**src/svs_pkg.sv**
```systemverilog
`timescale 1ns / 1ps
// Shared constants, command and status codes, and control structs for the
// vector store. Used by the controller, the datapath and the top level.
package svs_pkg;

   localparam int CMD_W       = 3;
   localparam int POS_W       = 4;
   localparam int HANDLE_IO_W = 32;
   localparam int COUNT_IO_W  = 5;
   localparam int STATUS_W    = 2;
   localparam int RD_SEL_W    = 3;

   localparam int DEF_CAPACITY     = 16;
   localparam int DEF_HANDLE_WIDTH = 32;

   localparam logic [CMD_W-1:0] CMD_INSERT = 3'd0;
   localparam logic [CMD_W-1:0] CMD_APPEND = 3'd1;
   localparam logic [CMD_W-1:0] CMD_POP    = 3'd2;
   localparam logic [CMD_W-1:0] CMD_READ   = 3'd3;
   localparam logic [CMD_W-1:0] CMD_CLEAR  = 3'd4;

   localparam logic [STATUS_W-1:0] ST_OK     = 2'd0;
   localparam logic [STATUS_W-1:0] ST_FULL   = 2'd1;
   localparam logic [STATUS_W-1:0] ST_EMPTY  = 2'd2;
   localparam logic [STATUS_W-1:0] ST_BADIDX = 2'd3;

   // read address selects for the entry memory
   localparam logic [RD_SEL_W-1:0] RD_SHIFT = 3'd0;
   localparam logic [RD_SEL_W-1:0] RD_POS   = 3'd1;
   localparam logic [RD_SEL_W-1:0] RD_COUNT = 3'd2;
   localparam logic [RD_SEL_W-1:0] RD_FIRST = 3'd3;
   localparam logic [RD_SEL_W-1:0] RD_LAST  = 3'd4;

   typedef struct packed {
      logic                accept;
      logic                cnt_inc;
      logic                cnt_dec;
      logic                cnt_clr;
      logic [STATUS_W-1:0] status;
      logic                rd_en;
      logic [RD_SEL_W-1:0] rd_sel;
      logic                wr_en;
      logic                wr_shift;
      logic                ptr_dec;
      logic                got_cap;
      logic                first_cap;
      logic                out_load;
   } svs_cmd_type;

   typedef struct packed {
      logic count_full;
      logic pos_gt_count;
      logic pos_ge_count;
      logic count_zero;
      logic ptr_at_pos;
      logic out_free;
   } svs_stat_type;

endpackage

```
**src/svs_ctrl.sv**
```systemverilog
`timescale 1ns / 1ps
// Sequencer for the vector store: decodes each accepted word and steps the
// datapath through shift, write and readback. Depends on svs_pkg.
module svs_ctrl (
   input  logic                       clock,
   input  logic                       reset,
   input  logic                       req_valid,
   input  logic [svs_pkg::CMD_W-1:0]  req_command,
   output logic                       req_stall,
   input  svs_pkg::svs_stat_type      stat,
   output svs_pkg::svs_cmd_type       cmd
);
   import svs_pkg::*;

   localparam logic [2:0] S_IDLE     = 3'd0;
   localparam logic [2:0] S_SHIFT_RD = 3'd1;
   localparam logic [2:0] S_SHIFT_WR = 3'd2;
   localparam logic [2:0] S_WRITE    = 3'd3;
   localparam logic [2:0] S_GOT      = 3'd4;
   localparam logic [2:0] S_FIRST    = 3'd5;
   localparam logic [2:0] S_LAST     = 3'd6;
   localparam logic [2:0] S_DONE     = 3'd7;

   logic [2:0]       state_ff, state_in;
   logic             want_got_ff, want_got_in;
   logic [CMD_W-1:0] req_command_ff, req_command_in;

   assign req_stall = (state_ff != S_IDLE);

   always_comb begin
      cmd         = '0;
      state_in    = state_ff;
      want_got_in = want_got_ff;
      unique case (state_ff)
         S_IDLE: begin
            if (req_valid) begin
               cmd.accept  = 1'b1;
               cmd.status  = ST_OK;
               want_got_in = 1'b0;
               state_in    = S_FIRST;
               unique case (req_command)
                  CMD_INSERT: begin
                     if (stat.count_full) begin
                        cmd.status = ST_FULL;
                     end else if (stat.pos_gt_count) begin
                        cmd.status = ST_BADIDX;
                     end else begin
                        cmd.cnt_inc = 1'b1;
                        state_in    = stat.pos_ge_count ? S_WRITE : S_SHIFT_RD;
                     end
                  end
                  CMD_APPEND: begin
                     if (stat.count_full) begin
                        cmd.status = ST_FULL;
                     end else begin
                        cmd.cnt_inc = 1'b1;
                        state_in    = S_WRITE;
                     end
                  end
                  CMD_POP: begin
                     if (stat.count_zero) begin
                        cmd.status = ST_EMPTY;
                     end else begin
                        cmd.cnt_dec = 1'b1;
                        want_got_in = 1'b1;
                        state_in    = S_GOT;
                     end
                  end
                  CMD_READ: begin
                     if (stat.pos_ge_count) begin
                        cmd.status = ST_BADIDX;
                     end else begin
                        want_got_in = 1'b1;
                        state_in    = S_GOT;
                     end
                  end
                  CMD_CLEAR: begin
                     cmd.cnt_clr = 1'b1;
                  end
                  default: begin
                  end
               endcase
            end
         end
         S_SHIFT_RD: begin
            cmd.rd_en  = 1'b1;
            cmd.rd_sel = RD_SHIFT;
            state_in   = S_SHIFT_WR;
         end
         S_SHIFT_WR: begin
            // move one entry up, then step the pointer down toward the slot
            cmd.wr_en    = 1'b1;
            cmd.wr_shift = 1'b1;
            cmd.ptr_dec  = 1'b1;
            state_in     = stat.ptr_at_pos ? S_WRITE : S_SHIFT_RD;
         end
         S_WRITE: begin
            cmd.wr_en = 1'b1;
            state_in  = S_FIRST;
         end
         S_GOT: begin
            cmd.rd_en  = 1'b1;
            cmd.rd_sel = (req_command_ff == CMD_POP) ? RD_COUNT : RD_POS;
            state_in   = S_FIRST;
         end
         S_FIRST: begin
            cmd.rd_en   = 1'b1;
            cmd.rd_sel  = RD_FIRST;
            cmd.got_cap = want_got_ff;
            state_in    = S_LAST;
         end
         S_LAST: begin
            cmd.rd_en     = 1'b1;
            cmd.rd_sel    = RD_LAST;
            cmd.first_cap = 1'b1;
            state_in      = S_DONE;
         end
         S_DONE: begin
            if (stat.out_free) begin
               cmd.out_load = 1'b1;
               state_in     = S_IDLE;
            end
         end
         default: begin
            state_in = S_IDLE;
         end
      endcase
   end

   // hold the command of the word in flight
   assign req_command_in = cmd.accept ? req_command : req_command_ff;

   always_ff @(posedge clock) begin
      if (reset) begin
         state_ff    <= S_IDLE;
         want_got_ff <= 1'b0;
      end else begin
         state_ff    <= state_in;
         want_got_ff <= want_got_in;
      end
      req_command_ff <= req_command_in;
   end

endmodule

```
**src/svs_datapath.sv**
```systemverilog
`timescale 1ns / 1ps
// Entry memory, count, shift pointer and result register of the vector
// store. Driven by svs_ctrl through svs_cmd_type; depends on svs_pkg.
module svs_datapath #(
   parameter int CAPACITY     = svs_pkg::DEF_CAPACITY,
   parameter int HANDLE_WIDTH = svs_pkg::DEF_HANDLE_WIDTH
) (
   input  logic                             clock,
   input  logic                             reset,
   input  logic [svs_pkg::CMD_W-1:0]        req_command,
   input  logic [svs_pkg::POS_W-1:0]        req_position,
   input  logic [svs_pkg::HANDLE_IO_W-1:0]  req_handle_in,
   input  svs_pkg::svs_cmd_type             cmd,
   output svs_pkg::svs_stat_type            stat,
   output logic                             rsp_valid,
   input  logic                             rsp_stall,
   output logic [svs_pkg::HANDLE_IO_W-1:0]  rsp_handle_out,
   output logic [svs_pkg::HANDLE_IO_W-1:0]  rsp_first_handle,
   output logic [svs_pkg::HANDLE_IO_W-1:0]  rsp_last_handle,
   output logic [svs_pkg::COUNT_IO_W-1:0]   rsp_entry_count,
   output logic                             rsp_is_empty,
   output logic [svs_pkg::STATUS_W-1:0]     rsp_status
);
   import svs_pkg::*;

   localparam int IDX_W = (CAPACITY > 1) ? $clog2(CAPACITY) : 1;
   localparam int CNT_W = $clog2(CAPACITY + 1);
   localparam int CMP_W = (CNT_W > POS_W) ? CNT_W : POS_W;

   logic [HANDLE_WIDTH-1:0] mem [CAPACITY];
   logic [HANDLE_WIDTH-1:0] rd_data_ff;

   logic [CNT_W-1:0]        count_ff, count_in;
   logic [IDX_W-1:0]        ptr_ff, ptr_in;
   logic [IDX_W-1:0]        pos_ff, pos_in;
   logic [HANDLE_WIDTH-1:0] val_ff, val_in;
   logic [HANDLE_WIDTH-1:0] got_ff, got_in;
   logic [HANDLE_WIDTH-1:0] first_ff, first_in;
   logic [STATUS_W-1:0]     status_ff, status_in;

   logic                    rsp_valid_ff, rsp_valid_in;
   logic [HANDLE_IO_W-1:0]  rsp_handle_out_ff, rsp_handle_out_in;
   logic [HANDLE_IO_W-1:0]  rsp_first_ff, rsp_first_in;
   logic [HANDLE_IO_W-1:0]  rsp_last_ff, rsp_last_in;
   logic [COUNT_IO_W-1:0]   rsp_count_ff, rsp_count_in;
   logic                    rsp_empty_ff, rsp_empty_in;
   logic [STATUS_W-1:0]     rsp_status_ff, rsp_status_in;

   logic [CMP_W-1:0]        pos_cmp, cnt_cmp;
   logic [IDX_W-1:0]        rd_addr, wr_addr;
   logic [HANDLE_WIDTH-1:0] wr_data;

   assign pos_cmp = CMP_W'(req_position);
   assign cnt_cmp = CMP_W'(count_ff);

   assign stat.count_full   = (count_ff == CNT_W'(CAPACITY));
   assign stat.pos_gt_count = (pos_cmp > cnt_cmp);
   assign stat.pos_ge_count = (pos_cmp >= cnt_cmp);
   assign stat.count_zero   = (count_ff == '0);
   assign stat.ptr_at_pos   = ((ptr_ff - 1'b1) == pos_ff);
   assign stat.out_free     = !rsp_valid_ff || !rsp_stall;

   always_comb begin
      unique case (cmd.rd_sel)
         RD_SHIFT: rd_addr = ptr_ff - 1'b1;
         RD_POS:   rd_addr = pos_ff;
         RD_COUNT: rd_addr = IDX_W'(count_ff);
         RD_FIRST: rd_addr = '0;
         RD_LAST:  rd_addr = IDX_W'(count_ff - 1'b1);
         default:  rd_addr = '0;
      endcase
   end

   assign wr_addr = cmd.wr_shift ? ptr_ff : pos_ff;
   assign wr_data = cmd.wr_shift ? rd_data_ff : val_ff;

   always_ff @(posedge clock) begin
      if (cmd.wr_en) begin
         mem[wr_addr] <= wr_data;
      end
      if (cmd.rd_en) begin
         rd_data_ff <= mem[rd_addr];
      end
   end

   always_comb begin
      count_in  = count_ff;
      ptr_in    = ptr_ff;
      pos_in    = pos_ff;
      val_in    = val_ff;
      got_in    = got_ff;
      first_in  = first_ff;
      status_in = status_ff;
      if (cmd.accept) begin
         ptr_in    = IDX_W'(count_ff);
         // append writes at the tail
         pos_in    = (req_command == CMD_APPEND) ? IDX_W'(count_ff) : IDX_W'(req_position);
         val_in    = HANDLE_WIDTH'(req_handle_in);
         got_in    = '0;
         status_in = cmd.status;
         priority if (cmd.cnt_clr) begin
            count_in = '0;
         end else if (cmd.cnt_inc) begin
            count_in = count_ff + 1'b1;
         end else if (cmd.cnt_dec) begin
            count_in = count_ff - 1'b1;
         end else begin
            count_in = count_ff;
         end
      end
      if (cmd.ptr_dec) begin
         ptr_in = ptr_ff - 1'b1;
      end
      if (cmd.got_cap) begin
         got_in = rd_data_ff;
      end
      if (cmd.first_cap) begin
         first_in = rd_data_ff;
      end
   end

   always_comb begin
      rsp_valid_in      = rsp_valid_ff && rsp_stall;
      rsp_handle_out_in = rsp_handle_out_ff;
      rsp_first_in      = rsp_first_ff;
      rsp_last_in       = rsp_last_ff;
      rsp_count_in      = rsp_count_ff;
      rsp_empty_in      = rsp_empty_ff;
      rsp_status_in     = rsp_status_ff;
      if (cmd.out_load) begin
         rsp_valid_in      = 1'b1;
         rsp_handle_out_in = HANDLE_IO_W'(got_ff);
         rsp_first_in      = stat.count_zero ? '0 : HANDLE_IO_W'(first_ff);
         rsp_last_in       = stat.count_zero ? '0 : HANDLE_IO_W'(rd_data_ff);
         rsp_count_in      = COUNT_IO_W'(count_ff);
         rsp_empty_in      = stat.count_zero;
         rsp_status_in     = status_ff;
      end
   end

   always_ff @(posedge clock) begin
      if (reset) begin
         count_ff     <= '0;
         rsp_valid_ff <= 1'b0;
      end else begin
         count_ff     <= count_in;
         rsp_valid_ff <= rsp_valid_in;
      end
      ptr_ff            <= ptr_in;
      pos_ff            <= pos_in;
      val_ff            <= val_in;
      got_ff            <= got_in;
      first_ff          <= first_in;
      status_ff         <= status_in;
      rsp_handle_out_ff <= rsp_handle_out_in;
      rsp_first_ff      <= rsp_first_in;
      rsp_last_ff       <= rsp_last_in;
      rsp_count_ff      <= rsp_count_in;
      rsp_empty_ff      <= rsp_empty_in;
      rsp_status_ff     <= rsp_status_in;
   end

   assign rsp_valid        = rsp_valid_ff;
   assign rsp_handle_out   = rsp_handle_out_ff;
   assign rsp_first_handle = rsp_first_ff;
   assign rsp_last_handle  = rsp_last_ff;
   assign rsp_entry_count  = rsp_count_ff;
   assign rsp_is_empty     = rsp_empty_ff;
   assign rsp_status       = rsp_status_ff;

`ifndef SYNTHESIS
   a_count_bound: assert property (@(posedge clock) disable iff (reset)
      count_ff <= CNT_W'(CAPACITY))
      else $error("entry count above capacity");

   a_refused_keeps_count: assert property (@(posedge clock) disable iff (reset)
      (cmd.accept && (cmd.status != ST_OK)) |=> (count_ff == $past(count_ff)))
      else $error("refused word changed the count");

   a_empty_clears_ends: assert property (@(posedge clock) disable iff (reset)
      (rsp_valid_ff && rsp_empty_ff) |-> ((rsp_first_ff == '0) && (rsp_last_ff == '0)))
      else $error("empty result carries end entries");

   a_fail_no_handle: assert property (@(posedge clock) disable iff (reset)
      (rsp_valid_ff && (rsp_status_ff != ST_OK)) |-> (rsp_handle_out_ff == '0))
      else $error("failed word returned a handle");

   a_shift_in_range: assert property (@(posedge clock) disable iff (reset)
      cmd.ptr_dec |-> (ptr_ff > pos_ff))
      else $error("shift pointer passed the insert slot");
`endif

endmodule

```
**src/shift_insert_vector_store.sv**
```systemverilog
`timescale 1ns / 1ps
// Ordered store of CAPACITY handles with insert-shift, append, pop, read, clear.
// One word at a time; the entry memory has one read and one write port.
// Each word ends with reads of the first and last entries; before them append does a write,
// pop and read read the taken entry, insert at p shifts entries p..count-1 up, then writes.
// Next word taken the cycle after the result loads, while that result waits in the output.
// Synchronous reset empties the store; entry contents are not cleared.
module shift_insert_vector_store #(
   parameter int CAPACITY     = svs_pkg::DEF_CAPACITY,
   parameter int HANDLE_WIDTH = svs_pkg::DEF_HANDLE_WIDTH
) (
   input  logic                             clock,
   input  logic                             reset,
   input  logic                             req_valid,
   output logic                             req_stall,
   input  logic [svs_pkg::CMD_W-1:0]        req_command,
   input  logic [svs_pkg::POS_W-1:0]        req_position,
   input  logic [svs_pkg::HANDLE_IO_W-1:0]  req_handle_in,
   output logic                             rsp_valid,
   input  logic                             rsp_stall,
   output logic [svs_pkg::HANDLE_IO_W-1:0]  rsp_handle_out,
   output logic [svs_pkg::HANDLE_IO_W-1:0]  rsp_first_handle,
   output logic [svs_pkg::HANDLE_IO_W-1:0]  rsp_last_handle,
   output logic [svs_pkg::COUNT_IO_W-1:0]   rsp_entry_count,
   output logic                             rsp_is_empty,
   output logic [svs_pkg::STATUS_W-1:0]     rsp_status
);
   import svs_pkg::*;

   svs_cmd_type  cmd;
   svs_stat_type stat;

   svs_ctrl u_ctrl (
      .clock       (clock),
      .reset       (reset),
      .req_valid   (req_valid),
      .req_command (req_command),
      .req_stall   (req_stall),
      .stat        (stat),
      .cmd         (cmd)
   );

   svs_datapath #(
      .CAPACITY     (CAPACITY),
      .HANDLE_WIDTH (HANDLE_WIDTH)
   ) u_datapath (
      .clock            (clock),
      .reset            (reset),
      .req_command      (req_command),
      .req_position     (req_position),
      .req_handle_in    (req_handle_in),
      .cmd              (cmd),
      .stat             (stat),
      .rsp_valid        (rsp_valid),
      .rsp_stall        (rsp_stall),
      .rsp_handle_out   (rsp_handle_out),
      .rsp_first_handle (rsp_first_handle),
      .rsp_last_handle  (rsp_last_handle),
      .rsp_entry_count  (rsp_entry_count),
      .rsp_is_empty     (rsp_is_empty),
      .rsp_status       (rsp_status)
   );

endmodule

```
**config.mk**
```make
export PLATFORM = sky130hd
export DESIGN_NAME = shift_insert_vector_store
export DESIGN_NICKNAME = d
export VERILOG_FILES = /design/src/svs_pkg.sv /design/src/svs_ctrl.sv /design/src/svs_datapath.sv /design/src/shift_insert_vector_store.sv
export SDC_FILE = /design/constraint.sdc
export NUM_CORES = 1
export LEC_CHECK = 0
export BUFFER_PORTS_ARGS = -buffer_cell sky130_fd_sc_hd__buf_2
export CAP_MARGIN = 25
export CELL_PAD_IN_SITES_DETAIL_PLACEMENT = 1
export CELL_PAD_IN_SITES_GLOBAL_PLACEMENT = 2
export CORE_ASPECT_RATIO = 0.7
export CORE_UTILIZATION = 30
export DETAILED_ROUTE_END_ITERATION = 8
export PLACE_DENSITY = 0.61
export SYNTH_ARGS = -nofsm -noshare
export SYNTH_HDL_FRONTEND = slang
export SYNTH_SLANG_ARGS = --single-unit
```
**constraint.sdc**
```tcl
create_clock -name clock -period 19.08 [get_ports clock]
set_clock_uncertainty 0.2 [all_clocks]
set_input_delay 3.816 -clock clock [delete_from_list [all_inputs] [get_ports clock]]
set_output_delay 3.816 -clock clock [all_outputs]
set_load 0.02 [all_outputs]
```
==> impl_metrics.csv <==
group,metric,value,unit
logic_synthesis,post_synth_instance_area,29300,µm²
floorplanning,core,96400,µm²
clocking,clock_latency,0.64,ns
route,drcViolationCount,0,
setup_path,critical_path.cell_chain,"or3_1 > buf_2",
clocking,ctsRootBufferMaster,"clkbuf_16",
clocking,cts_resized,0,
global_routing,gr-total-overflow,0,
floorplanning,initial_core_utilization,0.304,
flow_run,max-cap-violations,0,
sta,post-route-worst-setup-slack,13.21,ns
sta,timing_worst_slew_pin_value,1.07,ns
logic_synthesis,yosys_warning_count,0,
global_routing,first_pass_grt_wire_length,121000,µm
logic_synthesis,synth_common_cells,"757 x edfxtp_1, 278 x nand2_1, 260 x a21oi_1, 127 x a221oi_1, 67 x nor2b_1",
route,drt-vias-per-instance,5.02,
logic_synthesis,yosysUniqueCellTypes,55,
logic_synthesis,netlist.top_cell.by_area,"edfxtp_1",
logic_synthesis,syn_inst,1889,
pwr,leakage,11.2,nW
pwr,cellPowerDensity,142,nW/µm²
logic_synthesis,synth_async_sr_flop_share,0,
min_path,worst_hold_path.num_cells,0,
clocking,clock_tree_from_tritoncts,"yes",
setup_path,startpoint_type,"flop",
sta,timing.final.setup_violations,0,
route,route.vias.total,17093,
floorplanning,top_level_ports,149,
logic_synthesis,synth_largest_type_area_fraction,0.775,
placed_design,hpwl,43700,µm
clocking,worst_setup_hold_path_clk_slew,0.06,ns
outcome,outcome,"complete, no violations",
logic_synthesis,synth-edff-count,757,
setup_path,r2r_cells,8,
logic_synthesis,yosys_most_used_dff,"edfxtp_1",
setup_path,critical_path.n_buffers_inverters,1,
placed_design,finalWeightedCongestion,0.751,
placed_design,pre_cts_ws,12.63,ns
sta,rsz0062_at_grt,"no",
logic_synthesis,synthMostInstantiatedCell,"edfxtp_1",
placed_design,io_buffers,148,
floorplanning,placement_rows,95,
setup_path,crit_fanout,25,
sta,setup_tns,0,ns
floorplanning,floorplan.die_area,99000,µm²
setup_path,critical_path_required,15.06,ns
floorplanning,chipHeight,264,µm
clocking,cts_made_buffers,81,
clocking,numClockSinks,767,
pwr,vdd.ir_drop.worst,83.5,µV
sta,fmax,170,MHz
route,drt_antenna_net_count,0,
setup_path,path_depth,2,
setup_path,slowest_library_cell_on_the_worst_path,"dfxtp_1",
logic_synthesis,synth_nets,1940,
route,wire_per_inst,24.4,µm
setup_path,path_class,"flop to output pin",
min_path,worstHoldPathType,"flop to flop",
cells_and_area,drive_above_1_share,0.176,
logic_synthesis,mapped_avg_cell_area,15.5,µm²
floorplanning,dieWidth,376,µm
setup_path,crit_end_category,"output pin",
setup_path,crit_arrival,1.85,ns
clocking,cts_post_setup_buffers_inserted,0,
sta,final.min_clock_period,5.87,ns
cells_and_area,filler_cell_count,9821,
clocking,htree_levels,3,
route,drtIter0Drc,1408,
global_routing,grt_antenna_before_repair,12,
sta,final_min_period_over_clock_period,0.308,
route,drt-pass1-iter-count,5,
logic_synthesis,ys_seq_elements,767,
sta,slew_headroom,0.285,
setup_path,critical-path-max-stage-delay,0.84,ns
setup_path,critical-path-top-delay-family,"flip-flops",
global_routing,largest_net_degree_at_the_start_of_global_routing,181,
sta,finalHoldViolCount,0,
logic_synthesis,synth-seq-area-share,0.782,
route,wirelength,83000,µm
clocking,clockBufferDepth,3,
logic_synthesis,synthTopCellsByArea,"edfxtp_1 78%, a21oi_1 4.4%, a221oi_1 3.8%",
cells_and_area,layout_overhead_on_the_synthesized_area,16.6,%
cells_and_area,design.final.nets,2086,
global_routing,vias_in_the_first_global_route,17841,
global_routing,gr-usage-all-layers,0.166,
sta,finalMaxSlewViolations,0,
clocking,postCtsHoldBufs,0,
kinds of logic after synthesis:
group           count (synthesis)  share of synthesized area
buf+inv                       134                     0.0210
xor+xnor                       10                    0.00299
flops                         767                      0.782
fa+ha+maj                       8                    0.00341
mux                            46                     0.0173
simple gates                  498                     0.0822
compound gates                426                     0.0913
worst paths after layout:
path,slack (ns),from,end
setup / recovery,13.21,u_ctrl.state_ff[0],req_stall
hold / removal,0.22,u_datapath.got_ff[6],u_datapath.rsp_handle_out[6]
setup reg to reg,14.02,u_ctrl.state_ff[2],u_datapath.rd_data_ff[20]
hold reg to reg,0.22,u_datapath.got_ff[6],u_datapath.rsp_handle_out[6]
state kept, by name, indices dropped and copies added (netlist names), 32 cells and up:
signal	count
u_datapath.mem	512
u_datapath.rsp_last_handle	32
u_datapath.got_ff	32
u_datapath.rsp_first_handle	32
u_datapath.val_ff	32
u_datapath.rd_data_ff	32
u_datapath.rsp_handle_out	32
u_datapath.first_ff	32
layout by cell type (no fill, tap or decap), drive strengths merged, types with 10 or more instances in the layout:
cell type / instances
clkinv: 33
or4: 31
nor2b: 67
o21ai: 14
a21oi: 260
nand2: 278
buf: 184
and2: 32
dfxtp: 10
mux2: 38
inv: 16
a221oi: 127
clkbuf: 99
edfxtp: 757
nor2: 37
per-layer routing:
| metal | GRT usage | part of all wire | wire length, µm |
|---|---|---|---|
| met3 | 0.0274 | 0.045 | 3770 |
| met1 | 0.239 | 0.48 | 39700 |
| met4 | 0.0421 | 0.019 | 1600 |
| met5 | 0 | 0 | 0 |
| met2 | 0.259 | 0.46 | 38000 |
layout make-up:
type | instances | area [µm²] | share of cell area
Sequential cell | 767 | 22900 | 0.670
Multi-Input combinational cell | 988 | 5970 | 0.175
Clock buffer | 99 | 2120 | 0.0619
Tap cell | 1309 | 1640 | 0.0479
Timing Repair Buffer | 184 | 1040 | 0.0305
Clock inverter | 44 | 454 | 0.0133
Inverter | 13 | 48.8 | 0.00143
Antenna cell | 2 | 5.00 | 0.000146
power by group:
group | internal [mW] | total [mW] | switching, mW
Combinational | 0.312 | 1.10 | 0.787
Sequential | 2.08 | 2.20 | 0.118
Clock | 0.898 | 1.55 | 0.649
per-stage QoR:
stage	total power, mW	cells	area [µm²]	hold WS [ns]	util
2_1_floorplan	2.89	1889	29300	0.200	-
3_3_place_gp	3.31	3260	31600	0.202	0.328
3_5_place_dp	3.35	3260	31600	0.206	0.328
4_1_cts	4.90	3403	34200	0.219	0.355
5_1_grt	5.05	3404	34200	0.231	0.355
6_report	4.84	3406	34200	0.218	0.355
Power figures use the tool's default switching activity.
